[src/rtl/core/ffha_pkg.sv]
`timescale 1ns / 1ps

package ffha_pkg;

  localparam int HEAP_UNITS_DEF = 1024;
  localparam int UNIT_BYTES_DEF = 4;
  localparam int BYTE_W         = 12;
  localparam int UNIT_IDX_W     = 10;
  localparam int STAT_W         = 2;

  // header status codes; allocated, free and end are coded 1, 2 and 3, none is 0
  typedef enum logic [STAT_W-1:0] {
    BLK_NONE  = 2'd0,
    BLK_ALLOC = 2'd1,
    BLK_FREE  = 2'd2,
    BLK_END   = 2'd3
  } blk_stat_t;

  typedef enum logic {
    REQ_ALLOC = 1'b0,
    REQ_FREE  = 1'b1
  } req_kind_t;

  typedef enum logic [3:0] {
    CMD_NONE,
    CMD_INIT_HEAD,
    CMD_INIT_TAIL,
    CMD_ACCEPT,
    CMD_RD_CUR,
    CMD_RD_HDR,
    CMD_A_SPLIT,
    CMD_A_GRANT,
    CMD_A_NEXT,
    CMD_F_MARK,
    CMD_J_LOAD,
    CMD_J_RD_NXT,
    CMD_J_MERGE,
    CMD_J_ADV,
    CMD_PUSH
  } dp_cmd_t;

  typedef enum logic [3:0] {
    ST_INIT_HEAD,
    ST_INIT_TAIL,
    ST_IDLE,
    ST_A_READ,
    ST_A_EVAL,
    ST_A_GRANT,
    ST_F_READ,
    ST_F_EVAL,
    ST_J_READ,
    ST_J_LOAD,
    ST_J_CHECK,
    ST_J_EVAL,
    ST_FINISH
  } ctrl_state_t;

  typedef struct packed {
    logic rel_ok;
    logic rd_end;
    logic rd_free;
    logic rd_alloc;
    logic fit;
    logic rd_link_ok;
    logic cur_end;
    logic cur_free;
    logic cur_link_ok;
    logic out_free;
  } dp_status_t;

endpackage

[src/rtl/core/ffha_ctrl.sv]
`timescale 1ns / 1ps

module ffha_ctrl import ffha_pkg::*; (
  input  logic       clk,
  input  logic       rst,
  input  logic       in_valid,
  output logic       in_ready,
  input  logic       req_type,
  input  dp_status_t status,
  output dp_cmd_t    cmd
);

  ctrl_state_t state;
  ctrl_state_t state_next;

  always_ff @(posedge clk) begin
    if (rst) begin
      state <= ST_INIT_HEAD;
    end else begin
      state <= state_next;
    end
  end

  always_comb begin
    state_next = state;
    cmd        = CMD_NONE;
    in_ready   = 1'b0;
    unique case (state)
      ST_INIT_HEAD: begin
        cmd        = CMD_INIT_HEAD;
        state_next = ST_INIT_TAIL;
      end
      ST_INIT_TAIL: begin
        cmd        = CMD_INIT_TAIL;
        state_next = ST_IDLE;
      end
      ST_IDLE: begin
        in_ready = 1'b1;
        if (in_valid) begin
          cmd = CMD_ACCEPT;
          if (req_kind_t'(req_type) == REQ_ALLOC) begin
            state_next = ST_A_READ;
          end else if (status.rel_ok) begin
            state_next = ST_F_READ;
          end else begin
            state_next = ST_FINISH;
          end
        end
      end
      ST_A_READ: begin
        cmd        = CMD_RD_CUR;
        state_next = ST_A_EVAL;
      end
      ST_A_EVAL: begin
        if (status.rd_end) begin
          state_next = ST_FINISH;
        end else if (status.rd_free && status.fit) begin
          cmd        = CMD_A_SPLIT;
          state_next = ST_A_GRANT;
        end else if (!status.rd_link_ok) begin
          state_next = ST_FINISH;
        end else begin
          cmd        = CMD_A_NEXT;
          state_next = ST_A_READ;
        end
      end
      ST_A_GRANT: begin
        cmd        = CMD_A_GRANT;
        state_next = ST_FINISH;
      end
      ST_F_READ: begin
        cmd        = CMD_RD_HDR;
        state_next = ST_F_EVAL;
      end
      ST_F_EVAL: begin
        if (status.rd_alloc) begin
          cmd        = CMD_F_MARK;
          state_next = ST_J_READ;
        end else begin
          state_next = ST_FINISH;
        end
      end
      ST_J_READ: begin
        cmd        = CMD_RD_CUR;
        state_next = ST_J_LOAD;
      end
      ST_J_LOAD: begin
        cmd        = CMD_J_LOAD;
        state_next = ST_J_CHECK;
      end
      ST_J_CHECK: begin
        if (status.cur_end || !status.cur_link_ok) begin
          state_next = ST_FINISH;
        end else begin
          cmd        = CMD_J_RD_NXT;
          state_next = ST_J_EVAL;
        end
      end
      ST_J_EVAL: begin
        if (status.rd_end) begin
          state_next = ST_FINISH;
        end else if (status.cur_free && status.rd_free) begin
          cmd        = CMD_J_MERGE;
          state_next = ST_J_CHECK;
        end else begin
          cmd        = CMD_J_ADV;
          state_next = ST_J_CHECK;
        end
      end
      ST_FINISH: begin
        if (status.out_free) begin
          cmd        = CMD_PUSH;
          state_next = ST_IDLE;
        end
      end
      default: begin
        state_next = ST_IDLE;
      end
    endcase
  end

endmodule

[config.mk]
export PLATFORM = sky130hd
export DESIGN_NAME = ffha_ctrl
export DESIGN_NICKNAME = d
export VERILOG_FILES = /design/src/rtl/core/ffha_pkg.sv /design/src/rtl/core/ffha_ctrl.sv
export SDC_FILE = /design/constraint.sdc
export NUM_CORES = 1
export LEC_CHECK = 0
export BUFFER_PORTS_ARGS = -buffer_cell sky130_fd_sc_hd__buf_4
export CELL_PAD_IN_SITES_DETAIL_PLACEMENT = 1
export CELL_PAD_IN_SITES_GLOBAL_PLACEMENT = 1
export CORE_MARGIN = 3
export CORE_UTILIZATION = 35
export DETAILED_ROUTE_END_ITERATION = 8
export PLACE_DENSITY_LB_ADDON = 0.15
export SYNTH_ARGS = -nofsm -noshare
export SYNTH_HDL_FRONTEND = slang
export SYNTH_SLANG_ARGS = --single-unit
[constraint.sdc]
create_clock -name clk -period 2.35 [get_ports clk]
set_input_delay 0 -clock clk [delete_from_list [all_inputs] [get_ports clk]]
set_output_delay 0 -clock clk [all_outputs]
set_load 0.01 [all_outputs]
Word-level counts from Yosys, hierarchy flattened
Index checks and enable logic that the tools add are counted.
- register bits: 4
- latch bits: 0
- bits in writable memories: 0
- bits in read-only memories: 0
- input port bits: 14
- memories: 0
- add/sub/neg operators: 0
- $mul: 0
- divide/modulo/power cells: 0
- $lt $le $gt $ge: 0
- equality and inequality tests: 14
- shift-type cells: 0
- muxes and demuxes: 22
- bitwise gates (word level): 0
- reduce and logical (&&, ||, !) cells: 7
- operators with widths (operator ; count):
    $pmux W4 S12 ; 2
    $mux W4 ; 14
    $eq A4 B4 Y1 const B ; 5
    $eq A4 B3 Y1 const B ; 4
    $mux W3 ; 3
    $eq A4 B2 Y1 const B ; 2
    $eq A4 B1 Y1 const B ; 1
    $logic_not A4 Y1 ; 1
    $ne A2 B2 Y1 const B ; 2
    $logic_and A1 B1 Y1 ; 2
    $mux W1 ; 2
    $mux W2 ; 1
    $reduce_and A2 Y1 ; 1
    $reduce_or A2 Y1 ; 1
    $logic_not A1 Y1 ; 1
    $logic_or A1 B1 Y1 ; 1

Longest topological paths before layout
Gate-level depths: netlist of run 1.
- word-level depth: 4
- gate-level depth with buffers: 6
- depth with buffers taken out: 4

Worst setup path after synthesis of run 1
No wires, ideal clock.
- path type: reg2reg
- start point: register state[0]
- end point: register state[1]
- arrival: 1.211 ns
- path slack: 1.051 ns
- stages on the path, launching flop included: 6
- buffers on the path: 1
- period minus slack after synthesis: 1.299 ns
- cell sequence: dfxtp_1 buf_6 and2b_1 nand2b_1 o32a_1 a311oi_2
- longest elaborated chain between the ends: 3
- elaborated cells on any way between the ends: 16
- those cells by class: eq/ne (13); mux (1); reduce/logical (2)
- RTL lines (what ; line ; source):
    start: declaration ; ffha_ctrl.sv:13 ; ctrl_state_t state;
    start signal: assignment ; ffha_ctrl.sv:20 ; state <= state_next;
    $eq A4 B4 Y1 / $eq A4 B2 Y1 (equally long branches) ; ffha_ctrl.sv:28 ; unique case (state)
    $ne A2 B2 Y1 (no source line) ; n/a ;
    $reduce_and A2 Y1 (no source line) ; n/a ;
Several ways; a longest one is shown, not always the timed one.
A chain may end at the register's enable or synchronous reset.

Worst setup path in the final report of run 1
- start point: register state[2]
- end point: output cmd[3]
- longest elaborated chain between the ends: 3
- elaborated cells on any way between the ends: 15
- those cells by class: eq/ne (12); mux (1); reduce/logical (2)
- RTL lines (what ; line ; source):
    $eq A4 B4 Y1 / $eq A4 B2 Y1 (equally long branches) ; ffha_ctrl.sv:28 ;
    $reduce_or A2 Y1 (no source line) ; n/a ;
    $pmux W4 S12 * ; ffha_ctrl.sv:28 ;
    end: declaration ; ffha_ctrl.sv:10 ; output dp_cmd_t cmd
Every way passes the cells marked *; elsewhere a longest branch is shown, timed or not.

==> results of run 1 <==
area by class of cell:
cell class | instances | area (sq um)
timing repair buffer | 21 | 160
sequential | 4 | 80.1
multi-input combinational | 73 | 450
tap | 16 | 20.0
clock buffer | 3 | 22.5
fill | 206 | 787
inverter | 1 | 3.75
final timing paths:
kind	startpoint	to	slack, ns
min reg2reg	state[3]	state[3]	0.80
max	state[2]	cmd[3]	0.49
min	status[9]	state[3]	0.19
max reg2reg	state[0]	state[2]	0.60
power breakdown:
group / switching (mW) / internal, mW
sequential: 0.0867 / 0.0916
combinational: 0.220 / 0.234
clock: 0.0313 / 0.0573
synthesized netlist by cell type, drive strengths merged (2+ instances only):
cell type,instances
a21oi,10
a31oi,2
buf,4
clkbuf,4
dfxtp,4
nand2,6
nand2b,7
nand3b,3
nor2,9
nor2b,4
nor3,2
nor3b,2
o21ai,6
o221ai,2
o32a,2
o32ai,2
cells by family (layout without fill, tap and decap cells):
family | count (synthesis) | in the layout
mux | 1 | 1
compound gates | 34 | 34
buf+inv | 9 | 25
simple gates | 38 | 38
flops | 4 | 4
worst reg2reg max path, cell delays in order (launching register included):
cell and delay (ns):
dfxtp_1 0.69, nor3b_1 0.12, o311ai_1 0.44, o21bai_1 0.19, a31oi_1 0.22
layer usage:
| layer | share of wire (%) | track usage, % | up-vias | wire, um |
|---|---|---|---|---|
| met5 | 0 | 0 | - | 0 |
| met4 | 2.2 | 6.82 | 0 | 41 |
| met3 | 5.1 | 3.13 | 6 | 95 |
| met2 | 46 | 33.2 | 18 | 861 |
| met1 | 46 | 23.3 | 332 | 856 |
| li1 | - | - | 350 | - |
metrics by stage:
| stage | total power, mW | area (sq um) | cells |
|---|---|---|---|
| floorplan | 0.480 | 576 | 86 |
| global placement | 0.622 | 704 | 114 |
| detailed placement | 0.626 | 704 | 114 |
| CTS | 0.722 | 737 | 118 |
| global route | 0.788 | 737 | 118 |
| finish | 0.721 | 737 | 118 |
placed cells by master (no fill, tap or decap), types with 3 or more instances in the layout:
| cell type | synthesis | routed |
|---|---|---|
| a21oi_1 | 10 | 10 |
| buf_4 | 0 | 20 |
| dfxtp_1 | 4 | 4 |
| nor2b_1 | 4 | 4 |
| nand2_1 | 6 | 6 |
| nand2b_1 | 7 | 7 |
| nor2_1 | 9 | 9 |
| nand3b_1 | 3 | 3 |
| o21ai_0 | 6 | 6 |
| clkbuf_4 | 0 | 3 |
==> flow_summary.yaml, run 1 <==
final_layout:
  reg_top3: "state: 4 flops"
  drive_gt1_share_pct: 24.5
  syn2layout_area_growth_pct: 28.0
  diodes: 0
  nNetsFinal: 118
  fin_util_pct: 48.4
  largest_reg_flops: 4
  regMostFlops: "state"
detailed_routing:
  ant_nets: 0
  wl_mm: 1.86
  vias: 706
  viasPerCell: 5.98
  detail_route.wl_per_cell_um: 15.7
  first_iter_violations: 9
  firstDrtPassIters: 4
  post-route-drc-count: 0
yosys:
  synth_top_family_by_area: "compound AO/OA/AOI/OAI gates"
  synth-seq-cells: 4
  synth_fa_ha_area_share_pct: 0
  ys_seq_area_share_pct: 13.9
  synth_edf_count: 0
  synth_area_leader_cell: "dfxtp_1"
  ys.flop_type: "dfxtp_1"
  synth_area_per_cell_sq_um: 6.69
  synth_warnings: 0
  synth-simple-area-share_pct: 35.7
  synthesis.nets: 100
  synth_mux_area_share_pct: 1.74
  synthTopCellsByArea: "dfxtp_1 (14%), a21oi_1 (8.7%), nand2b_1 (7.6%)"
  synthesis.instances: 86
  synth_compound_area_share_pct: 40.9
  synth_top_area_share_pct: 13.9
  netlist_area_sq_um: 576
  synth-xor-area-share_pct: 0
  postSynth.asyncResetShare_pct: 0
  synth_cell_types: 34
setup_path:
  crit_type: "register to output pin"
  cpMaxStageDelayCell: "dfxtp_1"
  critPathLaunchType: "register"
  r2r.worst_path.cells: 4
  worst-endpoint-arrival_ns: 1.86
  endpoint_kind: "output pin"
  critical_path_depth: 5
  cp_max_fo: 18
  critical_path_buf_inv_count: 1
  critical_path.top_delay_family: "flip-flops"
  cp_data_required_time_ns: 2.35
  slowest_delay_ns: 0.65
  path_cells: "and2b_1, nand2b_1, o32a_1, o221ai_1, buf_4"
clock_tree:
  cts.reportedPaths.clkPinSlew_ns: 0.04
  cts_made_buffers: 3
  insertion_delay_ns: 0.24
  h-tree-depth: 1
  cts_hold_buf: 1
  root_buffer: "clkbuf_4"
  cts-resized-gates: 0
  cts_tree: "yes"
  cts_setup_buffers: 0
  cts_buffer_depth: 2
  cts_sinks: 4
timing:
  slew_viol_final: 0
  worst_pin_slew_ns: 0.588
  finalHoldWorstSlack_ns: 0.194
  slew_headroom_pct: 60.8
  hold_violations: 0
  min_period_over_period_pct: 79.1
  setup_viol: 0
  fmax_ghz: 0.538
  clock_skew_ns: 0.00320
  tns_ns: 0
  rsz0062_at_grt: "false"
  post-route-min-period_ns: 1.86
  fin_ws_ns: 0.490
hold_path:
  hold_path_class: "input pin to register"
  holdPathStages: 4
floorplanning:
  io_pins: 19
  core_sq_um: 1520
  die_y_um: 46.6
  initial_core_util_pct: 37.8
  die-area_sq_um: 2170
  die_x_um: 46.6
  num_rows: 14
global_route:
  grt_pass1_vias: 678
  grt_pass1_wl_mm: 3.01
  grt_usage_pct: 19.1
  grt_max_degree: 20
  antenna_found_initial: 0
  grt-ovfl-total: 0
run:
  maxCapViolCount: 0
placed_design:
  port_buffers: 18
  globalplace.congestion: 0.795
  dp_hpwl_mm: 1.42
  place_ws_ns: 0.721
power:
  p_per_area_nw_per_um2: 978
  power.leakage_nw: 0.277
  irDropWorstVdd_v: 0.000417
status:
  status: "complete, no violations"
No activity file was read; power rests on OpenSTA's default activity.
==> inputs of run 2 (changes only) <==
- CORE_UTILIZATION: 35 -> 33
- clock period: 2.35 -> 1.9 ns (I/O delays scaled with it)
==> run 2 against run 1 <==
Global-route usage is 0.49 points higher. Clock skew up 0.0053 ns. Critical path depth stayed put. Cell count grew 2.5%. Sequential share of layout area about the same. Flip-flop and latch count unchanged. Utilization hardly changed. Non-clock buffer count increased by 3. Worst hold slack worse by 0.0036 ns. Critical path type unchanged.
==> flow_summary.yaml, run 2 (synthesized netlist as in run 1, its figures left out) <==
floorplanning:
  io_pins: 19
  initial_core_util_pct: 36.5
  die_y_um: 47.8
  core_sq_um: 1580
  num_rows: 14
  die_x_um: 47.8
  die-area_sq_um: 2280
global_route:
  antenna_found_initial: 0
  grt-ovfl-total: 0
  grt_pass1_wl_mm: 3.12
  grt_usage_pct: 19.6
  grt_max_degree: 19
  grt_pass1_vias: 706
detailed_routing:
  post-route-drc-count: 0
  firstDrtPassIters: 4
  wl_mm: 1.93
  vias: 720
  first_iter_violations: 13
  detail_route.wl_per_cell_um: 15.9
  ant_nets: 0
  viasPerCell: 5.95
clock_tree:
  insertion_delay_ns: 0.24
  cts_tree: "yes"
  h-tree-depth: 1
  cts.reportedPaths.clkPinSlew_ns: 0.04
  cts_setup_buffers: 0
  cts_buffer_depth: 2
  cts_made_buffers: 3
  root_buffer: "clkbuf_4"
  cts_sinks: 4
setup_path:
  crit_type: "register to output pin"
  critPathLaunchType: "register"
  worst-endpoint-arrival_ns: 1.73
  cp_max_fo: 14
  cp_data_required_time_ns: 1.90
  endpoint_kind: "output pin"
power:
  power.leakage_nw: 0.294
  p_total_uw: 917
  irDropWorstVdd_v: 0.000563
  p_per_area_nw_per_um2: 1200
timing:
  tns_ns: 0
  slew_headroom_pct: 66.2
  slew_viol_final: 0
  hold_violations: 0
  fmax_ghz: 0.579
  rsz0062_at_grt: "false"
  finalHoldWorstSlack_ns: 0.191
  post-route-min-period_ns: 1.73
  setup_viol: 0
  clock_skew_ns: 0.00853
  fin_ws_ns: 0.174
  min_period_over_period_pct: 90.8
  worst_pin_slew_ns: 0.499
placed_design:
  dp_hpwl_mm: 1.48
  globalplace.congestion: 0.857
  place_inst: 117
  place_ws_ns: 0.242
  port_buffers: 18
  dpl_cell_area_sq_um: 727
final_layout:
  final_area_sq_um: 762
  reg_top3: "state: 4 flops"
  drive_gt1_share_pct: 28.6
  nNetsFinal: 121
  largest_reg_flops: 4
  fin_util_pct: 48.3
  final_cell_mix: "buf_4 (23), a21oi_1 (10), nor2_1 (9)"
  diodes: 0
  final_cells: 121
  regMostFlops: "state"
  syn2layout_area_growth_pct: 32.4
  fill_cells: 213
  layout_commonest_cell: "buf_4"
run:
  maxCapViolCount: 0
status:
  status: "complete, no violations"
hold_path:
  hold_path_class: "input pin to register"
## run 2: cell count changes in the layout (fill, tap and decap cells not counted)
cell     change
dfxtp_2      +2
dfxtp_1      -2
buf_4        +3
## run 2: critical path, stage by stage (launching register included)
cell and delay (ns):
dfxtp_1 0.58, and2b_1 0.26, nand2b_1 0.12, o21ai_0 0.12
o32ai_1 0.24, buf_4 0.17
## run 2: timing repair
item,in CTS,in global routing
endpoints found under the hold margin,1,0
hold buffers,1,0
setup endpoints to repair,0,2
gates resized for setup,0,2
## run 2: report_power, final
part	internal (mW)	switching, mW
clock network	0.0708	0.0371
logic	0.307	0.287
registers	0.116	0.0987
## run 2: metal layers
| metal | up-vias | global-route usage [%] | wire [um] |
|---|---|---|---|
| met4 | 0 | 9.68 | 21 |
| met1 | 338 | 25.2 | 907 |
| li1 | 360 | - | - |
| met3 | 3 | 2.26 | 73 |
| met2 | 19 | 32.2 | 927 |
| met5 | - | 0 | 0 |
## run 2: layout make-up
| cell class | instances | area (sq um) | share of cell area [%] |
|---|---|---|---|
| Clock buffer | 3 | 22.5 | 2.96 |
| Inverter | 1 | 3.75 | 0.493 |
| Multi-Input combinational cell | 73 | 450 | 59.1 |
| Sequential cell | 4 | 82.6 | 10.8 |
| Tap cell | 16 | 20.0 | 2.63 |
| Timing Repair Buffer | 24 | 183 | 24.0 |
## run 2: worst paths after layout
check | cells after the start | slack, ns | end | startpoint
worst min-delay path | 4 | 0.19 | state[3] | status[9]
worst min register to register | 2 | 0.68 | state[2] | state[2]
worst max register to register | 4 | 0.31 | state[2] | state[0]
worst max-delay path | 5 | 0.17 | cmd[0] | state[0]
==> inputs of run 3 (changes only) <==
- HOLD_SLACK_MARGIN: unset -> 0.15
- REMOVE_ABC_BUFFERS: unset -> 1
==> run 3 against run 2 <==
Non-clock buffer count is the same. Clock power shrank 5%. Global-route usage grew 0.95 points. Maximum frequency shrank 1.2%. Utilization shrank 0.079 points. First-iteration DRC count grew 7.7%. Largest power group unchanged. Die area is the same. Worst hold slack gained 0.016 ns. Critical endpoint is now cmd[3].
==> flow_summary.yaml, run 3 (synthesized netlist as in run 1, its figures left out) <==
status:
  status: "complete, no violations"
timing:
  worst_pin_slew_ns: 0.470
  fmax_ghz: 0.572
  slew_viol_final: 0
  tns_ns: 0
  setup_viol: 0
  post-route-min-period_ns: 1.75
  hold_violations: 0
  slew_headroom_pct: 68.2
  rsz0062_at_grt: "false"
  min_period_over_period_pct: 92.0
  clock_skew_ns: 0.00272
setup_path:
  crit_type: "register to output pin"
  endpoint_kind: "output pin"
  rr_startpoint: "state[1]"
  r2r.worst_path.cells: 4
  slowest_delay_ns: 0.57
  cp_data_required_time_ns: 1.90
  path_cells: "and2b_1, nand2b_1, o32a_1, o221ai_1, buf_4"
  worst-endpoint-arrival_ns: 1.75
  regToRegSetupSlack_ns: 0.26
  critPathLaunchType: "register"
  cp_max_fo: 13
  cpMaxStageDelayCell: "dfxtp_1"
  r2r-end: "state[2]"
final_layout:
  layout_commonest_cell: "buf_4"
  fill_cells: 219
  final_cell_mix: "buf_4 (23), a21oi_1 (10), nor2_1 (9)"
  fin_util_pct: 48.3
  drive_gt1_share_pct: 27.6
  largest_reg_flops: 4
  reg_top3: "state: 4 flops"
  regMostFlops: "state"
  syn2layout_area_growth_pct: 32.2
  diodes: 0
  nNetsFinal: 121
power:
  power.leakage_nw: 0.293
  p_per_area_nw_per_um2: 1220
  p_total_uw: 929
  irDropWorstVdd_v: 0.000528
hold_path:
  hold_start: "status[0]"
  whs_endpoint: "state[2]"
  holdPathStages: 4
  hold_path_class: "input pin to register"
detailed_routing:
  detail_route.wl_per_cell_um: 16.7
  firstDrtPassIters: 5
  wl_mm: 2.03
  first_iter_violations: 14
  post-route-drc-count: 0
  vias: 734
  ant_nets: 0
  viasPerCell: 6.07
floorplanning:
  die-area_sq_um: 2280
  initial_core_util_pct: 36.5
  io_pins: 19
  die_y_um: 47.8
  core_sq_um: 1580
  num_rows: 14
  die_x_um: 47.8
global_route:
  grt-ovfl-total: 0
  grt_pass1_wl_mm: 3.41
  grt_usage_pct: 20.6
  antenna_found_initial: 0
  grt_pass1_vias: 719
  grt_max_degree: 20
clock_tree:
  cts_made_buffers: 3
  cts_tree: "yes"
  h-tree-depth: 1
  insertion_delay_ns: 0.23
  cts_buffer_depth: 2
  cts_setup_buffers: 0
  cts_sinks: 4
  root_buffer: "clkbuf_4"
  cts.reportedPaths.clkPinSlew_ns: 0.04
run:
  maxCapViolCount: 0
placed_design:
  dp_hpwl_mm: 1.63
  port_buffers: 18
  globalplace.congestion: 0.797
[run 3: how the worst max path moves through the flow]
| stage | from | end | slack [ns] | cells past startpoint |
|---|---|---|---|---|
| 5_1_grt | state[2] | cmd[3] | 0.04 | 5 |
| 3_3_place_gp | state[0] | cmd[0] | 0.33 | 5 |
| 3_5_place_dp | state[0] | state[1] | 0.22 | 3 |
| 6_report | state[2] | cmd[3] | 0.15 | 5 |
| 2_1_floorplan | state[3] | state[1] | 0.49 | 3 |
| 4_1_cts | state[2] | cmd[3] | 0.15 | 5 |
[run 3: layer usage]
layer	vias to the layer above	track usage, %	share of wire, %
met5	-	0	0
met1	339	29.0	47
li1	358	-	-
met3	4	0.752	5.0
met4	0	6.45	1.4
met2	33	33.5	47
[run 3: timing repair]
action / in CTS / in global routing
endpoints found under the hold margin: 4 / 0
hold buffers: 1 / 0
gates resized for setup: 1 / 0
endpoints found under the setup margin: 1 / 0
[run 3: where the power goes]
part           switching (mW)  total (mW)  leakage [nW]  internal (mW)
registers               0.105       0.221        0.0331          0.115
logic                   0.293       0.605         0.246          0.312
clock network          0.0325       0.103        0.0138         0.0705
[run 3: area by class of cell]
class                           count  area (sq um)  share of cell area [%]
Tap cell                           16          20.0                    2.63
Sequential cell                     4          81.3                    10.7
Clock buffer                        3          22.5                    2.96
Multi-Input combinational cell     73           450                    59.2
Inverter                            1          3.75                   0.493
Timing Repair Buffer               24           183                    24.0
[run 3: metrics by stage]
step,instance area [sq um],cells,hold WS (ns),worst slack [ns]
global route,761,121,0.209,0.0439
global placement,727,117,0.181,0.334
finish,761,121,0.206,0.153
CTS,761,121,0.194,0.148
floorplan,534,78,0.0679,0.485
detailed placement,727,117,0.198,0.219
[run 3: critical path: cells and delay by family, from the launching register on]
kind                   cells  cell delay [ns]
AO/OA/AOI/OAI              2             0.47
flip-flops                 1             0.57
AND/OR/NAND/NOR            2             0.32
buffers and inverters      1             0.16
